$ cat config.mk
export PLATFORM = sky130hd
export DESIGN_NAME = ssc_ram
export DESIGN_NICKNAME = d
export VERILOG_FILES = /design/src/sv/ssc_ram.sv
export SDC_FILE = /design/constraint.sdc
export NUM_CORES = 1
export LEC_CHECK = 0
export ABC_AREA = 1
export BUFFER_PORTS_ARGS = -buffer_cell sky130_fd_sc_hd__buf_2
export CAP_MARGIN = 25
export CORE_MARGIN = 1.5
export CORE_UTILIZATION = 58
export CTS_BUF_LIST = sky130_fd_sc_hd__clkbuf_4
export DETAILED_ROUTE_END_ITERATION = 10
export PLACE_DENSITY_LB_ADDON = 0.08
export SETUP_SLACK_MARGIN = 0.02
export SKIP_LAST_GASP = 1
export SYNTH_ARGS = -nofsm -noshare
export SYNTH_HDL_FRONTEND = slang
export SYNTH_SLANG_ARGS = --single-unit
export TNS_END_PERCENT = 20
$ cat constraint.sdc
create_clock -name clk -period 2.25 [get_ports clk]
set_clock_uncertainty 0.15 [all_clocks]
set_input_delay 0.225 -clock clk [delete_from_list [all_inputs] [get_ports clk]]
set_output_delay 0.225 -clock clk [all_outputs]
set_load 0.02 [all_outputs]
$ cat src/sv/ssc_ram.sv
module ssc_ram #(
  parameter int WIDTH = 32,
  parameter int DEPTH = 16,
  parameter int AW    = (DEPTH > 1) ? $clog2(DEPTH) : 1
) (
  input  logic             clk,
  input  logic             we,
  input  logic [AW-1:0]    waddr,
  input  logic [WIDTH-1:0] wdata,
  input  logic [AW-1:0]    raddr,
  output logic [WIDTH-1:0] rdata
);

  logic [WIDTH-1:0] mem [DEPTH];
  logic [WIDTH-1:0] rdata_r;

  always_ff @(posedge clk) begin
    if (we) begin
      mem[waddr] <= wdata;
    end
    rdata_r <= mem[raddr];
  end

  assign rdata = rdata_r;

endmodule

==> qor.txt <==
Slew HR = 61.3%
Final Core Density = 67.5%
Area of the core = 38600 sq um
Number of synthesized flops with an enable pin = 512
DR vias/cell = 5.20
Period utilisation layout = 90.2%
Ys async rst share = 0%
Initial DRC count = 1133
WP data required = 2.80 ns
Lkg Pwr = 11.4 nW
Post-synthesis net count = 2162
Cell area after layout = 26100 sq um
Initial antenna violation count = 1
Worst-path fanout max = 36
Fillers = 2978
CTS Buf Count = 139
Setup violators final = 0
Gr ovfl total = 0
All-Layer GR Usage = 27.9%
Via count = 15367
Synth top cells by count = 677 x nand2_1, 512 x edfxtp_1, 388 x inv_1, 385 x nand3_1, 41 x buf_2
TritonRoute pass-1 iters = 5
Yosys reg bits = 544
Final worst slack = 0.220 ns
VDD IR max = 0.563 mV
Final HPWL DP = 30000 um
YS warnings = 0
CTS max path bufs = 3
Largest net degree at the start of global routing = 107
Most frequent CP cell = nand3_1
Yosys top cell area share = 67.6%
Setup Crit Path Kind = primary input to flop
Placed insts = 2662
Slew @ Worst Pin = 0.580 ns
Synth top area cells = edfxtp_1 68%, nand2_1 11%, nand3_1 8.5%
CP peak stage delay = 0.55 ns
Cells after Synth = 2120
Clock Latency Late Sink = 0.82 ns
DP Area = 23800 sq um
Worst-path clk slew = 0.07 ns
Final wirelength = 54400 um
Hold Vio Cnt, Final = 0
# H-tree levels = 4
First-pass GRT wire length = 84900 um
Share of cells above drive strength 1 = 15.6%
Count leader, synth = nand2_1
Maxcap violations = 0
Clk root buf = clkbuf_4
Syn Area/Cell = 10.7 sq um
Nets = 2371
Worst hold-check path type = primary input to flop
CP Capture Type = flop
Row count = 72
WHS Path Cells = 3
Fin. max-slew vios = 0
Dominant synthesized flop cell = edfxtp_1
Cell Pwr Density = 823 nW/um^2
Die Width = 201 um
Die ar. = 40400 sq um
Synthesized area = 22700 sq um
I/O Buffers = 73
Yosys cell types = 15
Antenna viol nets, final = 0
Maximum clock rate = 493 MHz
Worst-path cell chain = dlygate4sd3_1, clkbuf_8, inv_8, buf_4, nand2_1, nand3_1, nand3_1, nand3_1, dlygate4sd3_1, nand2_1
Setup TNS = 0 ns
Seq/Total Area, Yosys = 70.5%
DRC violations left = 0
Non-filler cells, final = 2955
Crit path launch type = primary input
Vert. Die Dim = 201 um
Initial Util = 58.8%
Worst slack at placement = 0.389 ns
Synth area leader = edfxtp_1
Post-layout min period = 2.03 ns
CTS tree = built
Worst Reg-to-Reg Cells = 7
Number of I/O pins = 74
Crit path DAT = 2.58 ns
Worst path slowest cell = dlygate4sd3_1
Area growth from synthesis to layout = 14.8%
R2R Setup Slk = 0.61 ns
WL per Instance = 18.4 um
Clk sinks = 544
Number of global-route vias before repair = 15290
GPL Wtd Cong = 0.801
Post-CTS Setup Repair Bufs = 0
Status = finished clean
RSZ-0062 raised after global routing = no
[final cells by class]
cell class / instances / area, sq um / share of cell area (%)
Clock buffer: 221 / 1660 / 6.36
Tap cell: 518 / 648 / 2.48
Multi-Input combinational cell: 1081 / 4670 / 17.9
Inverter: 390 / 1470 / 5.65
Antenna cell: 1 / 2.50 / 0.00959
Sequential cell: 544 / 16000 / 61.4
Timing Repair Buffer: 173 / 1440 / 5.51
Clock inverter: 27 / 183 / 0.700
[critical path, delay by kind of cell]
family	cells	cell delay (ns)
buffers and inverters	5	1.84
and+or+nand+nor	5	0.47
[routing by layer]
layer / vias to the layer above / global-route usage (%) / part of all wire (%)
li1: 7360 / - / -
met1: 7283 / 36.7 / 41
met2: 626 / 45.3 / 49
met4: 0 / 11.8 / 2.6
met3: 98 / 5.75 / 7.6
met5: - / 0 / 0
[report_power, final]
group          internal [mW]  switching [mW]
sequential              11.3          0.0706
clock                   4.78            3.82
combinational          0.442            1.04
[stage by stage]
| stage | hold WS, ns | total power, mW |
|---|---|---|
| global placement | 0.473 | 13.0 |
| global route | 0.0413 | 22.4 |
| floorplan | 0.174 | 12.5 |
| finish | 0.0888 | 21.5 |
| CTS | 0.0167 | 21.7 |
| detailed placement | 0.482 | 13.0 |
[path summary, 6_finish.rpt]
path | end | start
worst min register to register | rdata[27] | mem[11][27]
worst max register to register | rdata[27] | mem[1][27]
worst max-delay path | rdata[27] | raddr[0]
worst min-delay path | mem[5][28] | waddr[2]
[logic make-up after synthesis]
family                 share of synthesized area, %
AND/OR/NAND/NOR                                20.0
flip-flops                                     70.5
buffers and inverters                          9.54
[state kept, by name, indices dropped and copies added, names as in the netlist]
signal  count
rdata      32
mem       512
[timing repair]
item,in CTS,in global routing
endpoints found under the hold margin,556,0
resized for setup,0,0
hold buffers,44,0
[cell usage in the layout, fill, tap and decap left out, drive strengths merged]
| master | synthesis | final |
|---|---|---|
| buf | 91 | 128 |
| nand3 | 385 | 385 |
| nand2 | 677 | 677 |
| dlygate4sd3 | 0 | 44 |
| bufinv | 0 | 3 |
| clkbuf | 14 | 222 |
| edfxtp | 512 | 512 |
| inv | 390 | 396 |
| dfxtp | 32 | 32 |
| nor2 | 17 | 17 |
| diode | 0 | 1 |
| nand3b | 2 | 2 |
| clkinv | 0 | 18 |
(Power assumes the default switching activity.)
